--- src/sv/polygon_containment_area_centroid_core_assert.svh ---
// assertion macros for the polygon containment, area and centroid core
`ifndef POLYGON_CONTAINMENT_AREA_CENTROID_CORE_ASSERT_SVH
`define POLYGON_CONTAINMENT_AREA_CENTROID_CORE_ASSERT_SVH

// same-cycle implication, clocked on aclk, off during reset
`define PCAC_CHECK(label, ante, cons) \
    label: assert property (@(posedge aclk) disable iff (!aresetn) (ante) |-> (cons)) \
        else $error("pcac check failed");

// next-cycle implication
`define PCAC_NEXT(label, ante, cons) \
    label: assert property (@(posedge aclk) disable iff (!aresetn) (ante) |=> (cons)) \
        else $error("pcac next-cycle check failed");

`endif

--- src/sv/pcac_pkg.sv ---
// shared types for the polygon containment, area and centroid core
package pcac_pkg;

    typedef enum logic [1:0] {
        OP_CLEAR  = 2'd0,
        OP_APPEND = 2'd1,
        OP_QUERY  = 2'd2,
        OP_NOP    = 2'd3
    } op_t;

    typedef struct packed {
        op_t                op;
        logic signed [15:0] x;
        logic signed [15:0] y;
    } cmd_t;

endpackage

--- src/sv/pcac_front.sv ---
// front end: takes input transfers and classifies the action into a command
module pcac_front (
    input  logic            aclk,
    input  logic            aresetn,
    input  logic            s_valid,
    output logic            s_ready,
    input  logic [1:0]      s_action,
    input  logic [15:0]     s_coord_x,
    input  logic [15:0]     s_coord_y,
    output pcac_pkg::cmd_t  cmd_o,
    output logic            cmd_valid,
    input  logic            cmd_ready
);
    import pcac_pkg::*;

    logic  hold_vld_reg;
    cmd_t  hold_reg;
    op_t   op_dec;

    always_comb begin
        case (s_action)
            OP_CLEAR:  op_dec = OP_CLEAR;
            OP_APPEND: op_dec = OP_APPEND;
            OP_QUERY:  op_dec = OP_QUERY;
            default:   op_dec = OP_NOP;
        endcase
    end

    assign s_ready   = !hold_vld_reg || cmd_ready;
    assign cmd_valid = hold_vld_reg;
    assign cmd_o     = hold_reg;

    always_ff @(posedge aclk) begin
        if (!aresetn) begin
            hold_vld_reg <= 1'b0;
        end else if (s_valid && s_ready) begin
            hold_vld_reg <= 1'b1;
            hold_reg.op  <= op_dec;
            hold_reg.x   <= s_coord_x;
            hold_reg.y   <= s_coord_y;
        end else if (cmd_ready) begin
            hold_vld_reg <= 1'b0;
        end
    end

endmodule

--- config.mk ---
export PLATFORM = sky130hd
export DESIGN_NAME = pcac_front
export DESIGN_NICKNAME = d
export VERILOG_FILES = /design/src/sv/polygon_containment_area_centroid_core_assert.svh /design/src/sv/pcac_pkg.sv /design/src/sv/pcac_front.sv
export SDC_FILE = /design/constraint.sdc
export NUM_CORES = 1
export LEC_CHECK = 0
export ABC_CLOCK_PERIOD_IN_PS = 2300
export BUFFER_PORTS_ARGS = -buffer_cell sky130_fd_sc_hd__buf_4
export CAP_MARGIN = 20
export CELL_PAD_IN_SITES_DETAIL_PLACEMENT = 1
export CELL_PAD_IN_SITES_GLOBAL_PLACEMENT = 1
export CORE_ASPECT_RATIO = 0.5
export CORE_MARGIN = 2
export CORE_UTILIZATION = 31
export DETAILED_ROUTE_END_ITERATION = 10
export PLACE_DENSITY = 0.87
export SLEW_MARGIN = 20
export SYNTH_ARGS = -nofsm -noshare
export SYNTH_HDL_FRONTEND = slang
export SYNTH_SLANG_ARGS = --single-unit
--- constraint.sdc ---
create_clock -name aclk -period 2.3 [get_ports aclk]
set_input_delay 0.115 -clock aclk [delete_from_list [all_inputs] [get_ports aclk]]
set_output_delay 0.115 -clock aclk [all_outputs]
set_load 0.02 [all_outputs]
## Word level (Yosys, flattened, before mapping)

Index checks and enable logic that the tools add are counted.

- Equal/unequal tests: 2
- Muxes and demuxes: 3
- Reduce and logical (&&, ||, !) cells: 6

Operators by type and width:

| kind | number |
|---|---|
| one-hot mux 2 bit (3 select lines) | 1 |
| == test 2 x 1 -> 1 bit, second input constant | 1 |
| == test 2 bit, second input constant | 1 |
| zero test 2 bit | 1 |
| 2-to-1 mux 1 bit | 2 |
| AND reduction 2 bit | 1 |
| nonzero test 2 bit | 1 |
| logical AND 1 bit | 1 |
| zero test 1 bit | 1 |
| logical OR 1 bit | 1 |

- Register bits after elaboration: 35
- Bits of input ports: 38
- Output and inout port bits: 36
- Word-level logic and storage cells: 15

## Longest topological paths before layout

- Depth after elaboration: 4
- Mapped depth: 2
- Depth with buffers taken out: 2

## Worst setup path before layout

No wires, ideal clock.

- Kind: register to register
- Start point: register hold_vld_reg (netlist: cmd_valid)
- End point: register hold_reg, in the netlist cmd_o[0], enable pin
- Setup time: 394 ps
- Arrival: 1419 ps
- Data required time: 1906 ps
- Slack: 487 ps
- Cell stages (with the launch flop): 3
- Buffers on the path: 0
- Clock period less this slack: 1813 ps
- Cells stage by stage: dfxtp_1 nand2b_4 and3_1

- Cells in the longest elaborated chain, start to end: 4

Ends and longest elaborated chain:

| element | line | RTL |
|---|---|---|
| start, declared | pcac_front.sv:16 | `logic hold_vld_reg;` |
| start signal, assigned | pcac_front.sv:35 | `hold_vld_reg <= 1'b0;` |
| start signal, assigned | pcac_front.sv:37 | `hold_vld_reg <= 1'b1;` |
| start signal, assigned | pcac_front.sv:42 | `hold_vld_reg <= 1'b0;` |
| zero test 1 bit | pcac_front.sv:29 | `assign s_ready = !hold_vld_reg \|\| cmd_ready;` |
| logical OR 1 bit | pcac_front.sv:29 |  |
| net s_ready | pcac_front.sv:6 | `output logic s_ready,` |
| logical AND 1 bit | pcac_front.sv:36 | `end else if (s_valid && s_ready) begin` |
| AND reduction 2 bit (no source line) | -- |  |
| end, declared | pcac_front.sv:17 | `cmd_t hold_reg;` |

The timed path passes the listed nets, and every way through them passes these cells.
A chain may end at the register's enable or synchronous reset.

## Worst setup path after layout

- Start point: register hold_vld_reg (netlist: cmd_valid)
- End point: register hold_reg, in the netlist cmd_o[13], enable pin

- Cells in the longest elaborated chain, start to end: 4

Ends and longest elaborated chain:

| element | line |
|---|---|
| zero test 1 bit | pcac_front.sv:29 |
| logical OR 1 bit | pcac_front.sv:29 |
| logical AND 1 bit | pcac_front.sv:36 |
| AND reduction 2 bit (no source line) | -- |

Every way passes these cells.

==> flow_metrics.tcl <==
set metrics [dict create \
    worstHoldPathType "in -> reg" \
    die_y_um 45.7 \
    p_sw_mw 0.302 \
    place_area_sq_mm 0.00168 \
    portBuffers 73 \
    max_cap_violations 0 \
    drt-pass1-iter-count 4 \
    avgSynthCellArea_sq_um 26.3 \
    p_per_area_mw_per_mm2 723 \
    diodes 0 \
    dr_total_vias 737 \
    core_sq_mm 0.00338 \
    synth_cell_types 7 \
    synth_flop_cell "edfxtp_1" \
    cts_buffers 5 \
    grt_max_degree 35 \
    gp_congestion 0.711 \
    post_cts_buffers 0 \
    critPathCaptureType "flop" \
    cp.arrival_ps 1270 \
    clkLatencyLatePin_ps 280 \
    die_w_um 87.5 \
    max_freq_mhz 746 \
    yosysMostFrequentCell "edfxtp_1" \
    design_area_sq_mm 0.00184 \
    initialDrtViolationCount 21 \
    slew_headroom_pct 70.5 \
    layout-drive-gt1-share_pct 64.1 \
    antenna_found_initial 0 \
    post_drt_wl_per_cell_um 20.7 \
    ios 74 \
    clock_skew_ps 10.2 \
    worstSetupPathType "reg -> reg" \
    async_flop_share_pct 0 \
    tightestPinTransition_ps 442 \
    hold_violations 0 \
    grt_pass1_vias 719 \
    clock_tree.root_cell "clkbuf_8" \
    total_leakage_power_nw 0.773 \
    synth_edf_count 34 \
    multi_input_area_sq_um 27.5 \
    synth_common_cells "34 x edfxtp_1, 2 x clkbuf_1" \
    min_period_ps 1340 \
    synth_area_sq_mm 0.00108 \
    p_comb_share_pct 11.6 \
    seqPwrFrac_pct 55.9 \
    fin_crit_sh_pct 58.3 \
    start_kind "flop" \
    crit_fanout 34 \
    synth.largest_area_cell "edfxtp_1" \
    drtAntennaViolNets 0 \
    clkPwrFrac_pct 32.5 \
    synth_top_area_share_pct 94.6 \
    regArea_sq_mm 0.00104 \
    start_util_pct 32.0 \
    status "completed" \
    core.rowCount 15 \
    yosysWarnings 0 \
    syn2layout_area_growth_pct 70.0 \
    p_sw_share_pct 22.8 \
    clock-sinks 35 \
    synthCells 41 \
    nets 165 \
    clk_path_buf_depth 2 \
    cts-htree-levels 2 \
    nFillCells 334 \
    rsz0062_at_grt "no" \
    cts_resized 0 \
    hold_ws_ps 2.16 \
    p_int_mw 1.02 \
    final_max_slew_viol_count 0 \
    drcViolationCount 0 \
    clk_pin_slew_ps 80 \
    setup_viol_count_final 0 \
    wl_um 3520 \
    ir_worst_vdd_v 0.000410 \
    grt.overflow.total 0 \
    setup_tns_ps 0 \
    fp.dieArea_sq_mm 0.00400 \
    grt.total_usage_pct 15.6 \
    avgViaCountPerCell 4.34 \
    synthTopCellsByArea "edfxtp_1 95%, dfxtp_1 1.9%, nand2b_4 1.3%, a21boi_1 0.70%, clkbuf_1 0.70%" \
    critical_path_required_ps 2230 \
    ys_seq_area_share_pct 96.4 \
    synth_nets 79 \
    ys_ff_latch 35 \
    cts_tree "yes" \
    grt_pass1_wl_um 4240 \
]
[area by class of cell]
| class | count | area share [%] |
|---|---|---|
| Tap cell | 42 | 2.86 |
| Sequential cell | 35 | 56.7 |
| Multi-Input combinational cell | 3 | 1.50 |
| Clock inverter | 2 | 0.682 |
| Inverter | 1 | 0.204 |
| Clock buffer | 6 | 3.95 |
| Timing Repair Buffer | 81 | 34.1 |
[state kept, by name, summed over array words and instances, names as in the netlist]
name,flops
cmd_o,34
cmd_valid,1
[per-layer routing]
layer / global-route usage [%] / vias to the layer above / wire length, um
li1: - / 328 / -
met1: 18.1 / 382 / 1420
met2: 27.9 / 19 / 1920
met3: 4.17 / 8 / 85
met4: 6.77 / 0 / 93
met5: 0 / - / 0
[repair_timing]
action                                  CTS  global route
hold buffers                              0             7
endpoints found under the setup margin    0             0
hold endpoints to repair                  0             7
[logic make-up after synthesis]
| logic type | count (synthesis) | share of synthesized area [%] |
|---|---|---|
| AO/OA/AOI/OAI | 1 | 0.696 |
| flip-flops | 35 | 96.4 |
| buffers and inverters | 3 | 1.04 |
| AND/OR/NAND/NOR | 2 | 1.85 |
[through the flow]
stage	setup WS [ps]	total power, mW	util [%]	instances
6_report	960	1.33	54.3	170
3_3_place_gp	1040	0.888	49.7	155
3_5_place_dp	1000	0.896	49.7	155
5_1_grt	899	1.37	54.3	170
2_1_floorplan	487	0.802	-	41
4_1_cts	984	1.31	52.3	163
[placed cells by master (no fill, tap or decap)]
master,n
a21boi_1,1
clkinv_2,1
nand2b_4,1
dfxtp_1,1
edfxtp_1,34
clkinvlp_4,1
clkbuf_8,5
dlygate4sd3_1,7
buf_4,74
clkbuf_1,1
and3_1,1
inv_1,1
[critical path: stages, from the launching register on]
cell and delay (ps):
dfxtp_1 340, nand2b_4 90, and3_1 160, buf_4 390
[power by group through the flow]
stage	clock network (mW)	registers (mW)	logic (mW)
after detailed placement	0	0.755	0.141
final	0.431	0.742	0.154
after floorplan	0	0.788	0.0143
after CTS	0.428	0.741	0.143
after global placement	0	0.752	0.136
after global routing	0.464	0.744	0.161
[final timing paths]
path,depth (start not counted),slack (ps),to,startpoint
hold reg to reg,2,540,cmd_valid$_SDFFE_PN0P_,cmd_valid$_SDFFE_PN0P_
setup reg to reg,3,960,cmd_o[13]$_DFFE_PP_,cmd_valid$_SDFFE_PN0P_
hold / removal,1,2,cmd_o[26]$_DFFE_PP_,s_coord_x[10]
setup / recovery,3,960,cmd_o[13]$_DFFE_PP_,cmd_valid$_SDFFE_PN0P_
(Power assumes the default switching activity.)
