==> config.mk <==
export PLATFORM = sky130hd
export DESIGN_NAME = pcac_fifo
export DESIGN_NICKNAME = d
export VERILOG_FILES = /design/src/sv/polygon_containment_area_centroid_core_assert.svh /design/src/sv/pcac_pkg.sv /design/src/sv/pcac_fifo.sv
export SDC_FILE = /design/constraint.sdc
export NUM_CORES = 1
export LEC_CHECK = 0
export BUFFER_PORTS_ARGS = -buffer_cell sky130_fd_sc_hd__buf_2
export CAP_MARGIN = 25
export CORE_ASPECT_RATIO = 0.5
export CORE_MARGIN = 8
export CORE_UTILIZATION = 39
export CTS_CLUSTER_DIAMETER = 40
export CTS_CLUSTER_SIZE = 30
export DETAILED_ROUTE_END_ITERATION = 10
export SYNTH_ARGS = -nofsm -noshare
export SYNTH_HDL_FRONTEND = slang
export SYNTH_SLANG_ARGS = --single-unit
==> constraint.sdc <==
create_clock -name aclk -period 2.9 [get_ports aclk]
set_input_delay 0.435 -clock aclk [delete_from_list [all_inputs] [get_ports aclk]]
set_output_delay 0.435 -clock aclk [all_outputs]
set_load 0.02 [all_outputs]
==> src/sv/polygon_containment_area_centroid_core_assert.svh <==
// assertion macros for the polygon containment, area and centroid core
`ifndef POLYGON_CONTAINMENT_AREA_CENTROID_CORE_ASSERT_SVH
`define POLYGON_CONTAINMENT_AREA_CENTROID_CORE_ASSERT_SVH

// same-cycle implication, clocked on aclk, off during reset
`define PCAC_CHECK(label, ante, cons) \
    label: assert property (@(posedge aclk) disable iff (!aresetn) (ante) |-> (cons)) \
        else $error("pcac check failed");

// next-cycle implication
`define PCAC_NEXT(label, ante, cons) \
    label: assert property (@(posedge aclk) disable iff (!aresetn) (ante) |=> (cons)) \
        else $error("pcac next-cycle check failed");

`endif

==> src/sv/pcac_pkg.sv <==
// shared types for the polygon containment, area and centroid core
package pcac_pkg;

    typedef enum logic [1:0] {
        OP_CLEAR  = 2'd0,
        OP_APPEND = 2'd1,
        OP_QUERY  = 2'd2,
        OP_NOP    = 2'd3
    } op_t;

    typedef struct packed {
        op_t                op;
        logic signed [15:0] x;
        logic signed [15:0] y;
    } cmd_t;

endpackage

==> src/sv/pcac_fifo.sv <==
// two-entry command queue between front and back
module pcac_fifo (
    input  logic            aclk,
    input  logic            aresetn,
    input  pcac_pkg::cmd_t  wr_data,
    input  logic            wr_valid,
    output logic            wr_ready,
    output pcac_pkg::cmd_t  rd_data,
    output logic            rd_valid,
    input  logic            rd_ready
);
    import pcac_pkg::*;

    cmd_t       slot_reg [2];
    logic       wr_ptr_reg;
    logic       rd_ptr_reg;
    logic [1:0] fill_reg;
    logic       push;
    logic       pop;

    assign wr_ready = fill_reg != 2'd2;
    assign rd_valid = fill_reg != 2'd0;
    assign rd_data  = slot_reg[rd_ptr_reg];
    assign push     = wr_valid && wr_ready;
    assign pop      = rd_valid && rd_ready;

    always_ff @(posedge aclk) begin
        if (!aresetn) begin
            wr_ptr_reg <= 1'b0;
            rd_ptr_reg <= 1'b0;
            fill_reg   <= 2'd0;
        end else begin
            if (push) begin
                slot_reg[wr_ptr_reg] <= wr_data;
                wr_ptr_reg           <= !wr_ptr_reg;
            end
            if (pop) begin
                rd_ptr_reg <= !rd_ptr_reg;
            end
            if (push && !pop) begin
                fill_reg <= fill_reg + 2'd1;
            end else if (pop && !push) begin
                fill_reg <= fill_reg - 2'd1;
            end
        end
    end

endmodule

* Word level (Yosys, flattened, before mapping)
Memories as Yosys holds them, arrays and structs flattened. A register that Yosys moved wholly into a read port is not among the register bits.
Cells that the tools add are included.
** Word-level totals
- Input bits :: 38
- Memories :: 1
- Logic and storage cells :: 24
- Flip-flop bits (word level) :: 4
- Bits in writable memories :: 68
** Cells by class
- Reduce and logical (&&, ||, !) cells :: 10
- Equality and inequality tests :: 1
- Mux-type cells :: 7
- Add/sub/neg operators :: 2
** Memory list
- slot_reg :: words 2, bits a word 34, read ports 1, clocked after Yosys merged registers in 1, write ports 1, line pcac_fifo.sv:14 : cmd_t slot_reg [2];
** Operators with widths (number)
- $mux W1 :: 5
- $logic_and A1 B1 Y1 :: 4
- $logic_not A1 Y1 :: 4
- $mux W2 :: 2
- $reduce_bool A2 Y1 :: 2
- $add A2 B1 Y2 const B :: 1
- $ne A2 B2 Y1 const B :: 1
- $sub A2 B1 Y2 const B :: 1

* Depth between registers and ports, before layout
- Depth in word-level cells :: 6
- Depth in mapped cells :: 6
- Mapped depth without buffers :: 6

* Least setup slack after synthesis
No wires, ideal clock.
- Kind :: register -> register
- Start :: register fill_reg[0]
- End :: memory slot_reg[0][0] (netlist name), enable pin
- Clock period less this slack :: 2.605 ns
- Setup slack :: 0.295 ns
- Arrival time :: 2.180 ns
- Stages on the path, launching flop included :: 5
- Library setup time :: 0.425 ns
- Buffers on the path :: 0
- Path through :: dfxtp_1 > nor2b_1 > inv_1 > nand3_1 > nor2_1
** Between the ends
- Cells in the longest elaborated chain, start to end :: 5
** RTL lines
- from (decl) :: line pcac_fifo.sv:17 : logic [1:0] fill_reg;
- from (signal assigned) :: line pcac_fifo.sv:41 : fill_reg <= fill_reg + 2'd1;
- from (signal assigned) :: line pcac_fifo.sv:43 : fill_reg <= fill_reg - 2'd1;
- $ne A2 B2 Y1 :: line pcac_fifo.sv:21 : assign wr_ready = fill_reg != 2'd2;
- net wr_ready :: line pcac_fifo.sv:7 : output logic wr_ready,
- $logic_and A1 B1 Y1 :: line pcac_fifo.sv:24 : assign push = wr_valid && wr_ready;
- $mux W1 :: line pcac_fifo.sv:33 : if (push) begin
- $mux W1 :: line pcac_fifo.sv:28 : if (!aresetn) begin
- $mux W1 (not written as such) :: line pcac_fifo.sv:34 : slot_reg[wr_ptr_reg] <= wr_data;
- to (decl) :: line pcac_fifo.sv:14
The timed path passes the listed nets, and every way through them passes these cells.

==> impl_metrics.xml <==
<?xml version="1.0" encoding="UTF-8"?>
<metrics>
  <group name="floorplanning">
    <metric name="die_width" unit="um">133.3</metric>
    <metric name="placement_rows" unit="">21</metric>
    <metric name="die-height" unit="um">74.66</metric>
    <metric name="initial_utilization" unit="%">40.21</metric>
    <metric name="core_area" unit="um^2">6674</metric>
    <metric name="die_area" unit="um^2">9953</metric>
    <metric name="io_pins" unit="">74</metric>
  </group>
  <group name="cells_and_area">
    <metric name="finish.net_count" unit="">253</metric>
    <metric name="largest_register_ff_count" unit="">68</metric>
    <metric name="finalCoreUtilization" unit="%">51.52</metric>
    <metric name="final-instance-count-excl-fill" unit="">310</metric>
    <metric name="post_route_cells_drive_above_1_share" unit="%">56.88</metric>
    <metric name="num_antenna_cells" unit="">0</metric>
    <metric name="layout-area-overhead-vs-synth" unit="%">28.11</metric>
  </group>
  <group name="drt">
    <metric name="antenna_left" unit="">0</metric>
    <metric name="dr.first_iter.drc_count" unit="">95</metric>
    <metric name="vias" unit="">1405</metric>
    <metric name="avgViaCountPerCell" unit="">4.532</metric>
    <metric name="drt_drc_violations_left" unit="">0</metric>
    <metric name="routed_wl" unit="um">4835</metric>
    <metric name="routedWlPerCell" unit="um">15.60</metric>
    <metric name="drt_pass1_iterations" unit="">4</metric>
  </group>
  <group name="global_route">
    <metric name="grt_pass1_wl" unit="um">7638</metric>
    <metric name="busiest_layer" unit="">met2</metric>
    <metric name="grt_pass1_vias" unit="">1582</metric>
    <metric name="global_route.usage.total" unit="%">10.19</metric>
    <metric name="met3_track_demand_over_resource_in_global_routing" unit="%">4.660</metric>
    <metric name="grt.overflow.total" unit="">0</metric>
    <metric name="largest_net_degree_at_the_start_of_global_routing" unit="">35</metric>
    <metric name="grt_use_met1" unit="%">10.36</metric>
    <metric name="antenna_violations_before_repair" unit="">0</metric>
    <metric name="gr-usage-met2" unit="%">18.09</metric>
  </group>
  <group name="placement">
    <metric name="hpwl" unit="um">3196</metric>
    <metric name="dpl.cell_count" unit="">295</metric>
    <metric name="gpl.final_weighted_congestion" unit="">0.6710</metric>
    <metric name="io_buffer_count" unit="">73</metric>
  </group>
  <group name="sta">
    <metric name="max_clock_freq" unit="MHz">445.6</metric>
    <metric name="setup_tns" unit="ns">0</metric>
    <metric name="rsz_0062_raised_after_global_routing" unit="">no</metric>
    <metric name="measured_slew_at_the_worst_slew_check_pin" unit="ns">0.8678</metric>
    <metric name="slew-limit-headroom" unit="%">42.14</metric>
    <metric name="timing_max_transition_violations_final" unit="">0</metric>
    <metric name="finalCritPeriodShare" unit="%">77.39</metric>
    <metric name="timing.clock.skew" unit="ns">0.004685</metric>
    <metric name="timing.final.crit_period" unit="ns">2.244</metric>
    <metric name="timing.final.hold_violations" unit="">0</metric>
    <metric name="setup_viol" unit="">0</metric>
  </group>
  <group name="critical_path">
    <metric name="critical-path-max-stage-delay" unit="ns">0.89</metric>
    <metric name="cp-end-kind" unit="">output port</metric>
    <metric name="worstPathMaxFanout" unit="">34</metric>
    <metric name="worstPathRequired" unit="ns">2.47</metric>
    <metric name="critical_path_class" unit="">reg -&gt; out</metric>
    <metric name="critPathLaunchType" unit="">register</metric>
    <metric name="timing.critical_path.cells" unit="">mux2_2, buf_2</metric>
    <metric name="worstPathArrival" unit="ns">1.81</metric>
    <metric name="slowest_stage" unit="">sky130_fd_sc_hd__dfxtp_2</metric>
  </group>
  <group name="clocking">
    <metric name="worst_skew_pair.late_latency" unit="ns">0.32</metric>
    <metric name="clock_tree_sinks" unit="">73</metric>
    <metric name="postCtsSetupBuffers" unit="">0</metric>
    <metric name="cts.root.buffer_cell" unit="">sky130_fd_sc_hd__clkbuf_16</metric>
    <metric name="htreeDepth" unit="">3</metric>
    <metric name="cts_tree" unit="">yes</metric>
    <metric name="ctsHoldBuffers" unit="">0</metric>
    <metric name="clk_pin_slew" unit="ns">0.05</metric>
    <metric name="post_cts_resize_count" unit="">0</metric>
    <metric name="cts_max_path_buffers" unit="">2</metric>
    <metric name="cts_made_buffers" unit="">9</metric>
  </group>
  <group name="synthesis">
    <metric name="avgSynthCellArea" unit="um^2">20.18</metric>
    <metric name="yosys_warnings" unit="">0</metric>
    <metric name="postSynthRegisterBits" unit="">73</metric>
    <metric name="synth-seq-area-share" unit="%">79.81</metric>
    <metric name="synthDominantCellAreaShare" unit="%">76.08</metric>
    <metric name="yosys.area.top_type" unit="">sky130_fd_sc_hd__edfxtp_1</metric>
    <metric name="yosysUniqueCellTypes" unit="">18</metric>
    <metric name="netlist_area" unit="um^2">2684</metric>
    <metric name="synth.net_count" unit="">172</metric>
    <metric name="yosys-top-cells-area" unit="">sky130_fd_sc_hd__edfxtp_1 76%, sky130_fd_sc_hd__mux2_2 14%, sky130_fd_sc_hd__dfxtp_1 3.7%</metric>
    <metric name="instance_count_of_the_mapped_netlist" unit="">133</metric>
  </group>
  <group name="power">
    <metric name="power.static_leakage" unit="nW">1.281</metric>
    <metric name="worst_ir_drop_vdd" unit="uV">471.1</metric>
    <metric name="power_density" unit="nW/um^2">887.9</metric>
  </group>
  <group name="flow_run">
    <metric name="max_cap_viol_count" unit="">0</metric>
  </group>
  <group name="run_status">
    <metric name="status" unit="">finished, final reports clean</metric>
  </group>
  <group name="hold_path">
    <metric name="hold_path_class" unit="">in -&gt; reg</metric>
  </group>
</metrics>
==> metal layers <==
layer	wire length, um	part of all wire, %	up-vias
li1	-	-	675
met1	1880	39	696
met2	2647	55	30
met3	243	5.0	4
met4	63	1.3	0
met5	0	0	-
==> worst paths after layout <==
path                            startpoint                   endpoint  slack (ns)  cells past startpoint
setup reg to reg  fill_reg[0]$_SDFFE_PN0P_  slot_reg[1][19]$_DFFE_PP_        1.09                      3
hold reg to reg   fill_reg[1]$_SDFFE_PN0P_   fill_reg[1]$_SDFFE_PN0P_        0.53                      2
setup / recovery                  register                rd_data[24]        0.66                      2
hold / removal                  wr_data[3]   slot_reg[0][3]$_DFFE_PP_        0.30                      1
==> stage by stage <==
| step | hold slack (ns) | worst slack, ns | power, mW | cell area, um^2 |
|---|---|---|---|---|
| 3_5_place_dp | 0.5245 | 0.9569 | 2.078 | 3162 |
| 2_1_floorplan | 0.4657 | 0.2953 | 1.846 | 2684 |
| 6_report | 0.3032 | 0.6557 | 3.053 | 3438 |
| 4_1_cts | 0.2911 | 0.6076 | 3.108 | 3438 |
| 5_1_grt | 0.2902 | 0.5376 | 3.201 | 3438 |
| 3_3_place_gp | 0.4866 | 0.9654 | 2.065 | 3162 |
==> Yosys cell counts <==
cell type and instances:
sky130_fd_sc_hd__xnor2_1 2, sky130_fd_sc_hd__nor2b_1 1, sky130_fd_sc_hd__nor2_1 2, sky130_fd_sc_hd__mux2_2 34, sky130_fd_sc_hd__nand3_1 1, sky130_fd_sc_hd__and2_1 3, sky130_fd_sc_hd__and3_1 1, sky130_fd_sc_hd__edfxtp_1 68
sky130_fd_sc_hd__o21ai_1 1, sky130_fd_sc_hd__xor2_1 1, sky130_fd_sc_hd__o21ai_0 2, sky130_fd_sc_hd__ha_1 1, sky130_fd_sc_hd__a21boi_1 2, sky130_fd_sc_hd__buf_2 4, sky130_fd_sc_hd__or2_2 1, sky130_fd_sc_hd__or3_1 2
sky130_fd_sc_hd__inv_1 2, sky130_fd_sc_hd__dfxtp_1 5
==> final cells by class <==
type	instances	area [um^2]
timing repair buffer	74	372.9
tap	92	115.1
inverter	2	7.507
multi-input combinational	54	523.0
fill	605	3236
sequential	73	2143
clock buffer	10	229.0
clock inverter	5	47.55
==> where the power goes <==
group / total [mW] / internal (mW) / switching (mW)
clock network: 1.01 / 0.651 / 0.363
logic: 0.675 / 0.311 / 0.365
registers: 1.36 / 1.26 / 0.101
total: 3.05 / 2.22 / 0.829
==> cells by family after synthesis <==
family,share of synthesized area [%]
AND/OR/NAND/NOR,2.331
buffers and inverters,1.026
XOR/XNOR,0.9792
adder cells (fa/ha/maj),0.4661
flip-flops,79.81
multiplexers,14.27
AO/OA/AOI/OAI,1.119
==> cell usage in the layout, fill, tap and decap left out, drive strengths merged <==
cell / n
buf: 74
edfxtp: 68
mux2: 34
clkbuf: 10
dfxtp: 5
clkinv: 4
and2: 3
o21ai: 3
inv: 2
xnor2: 2
or3: 2
a21boi: 2
nor2: 2
nor2b: 1
or2: 1
and3: 1
nand3: 1
xor2: 1
ha: 1
bufinv: 1
==> critical path, delay by kind of cell, from the launching register on <==
family | cells | cell delay, ns
buffers and inverters | 1 | 0.16
DFF | 1 | 0.89
muxes | 1 | 0.42
(Power assumes the default switching activity.)
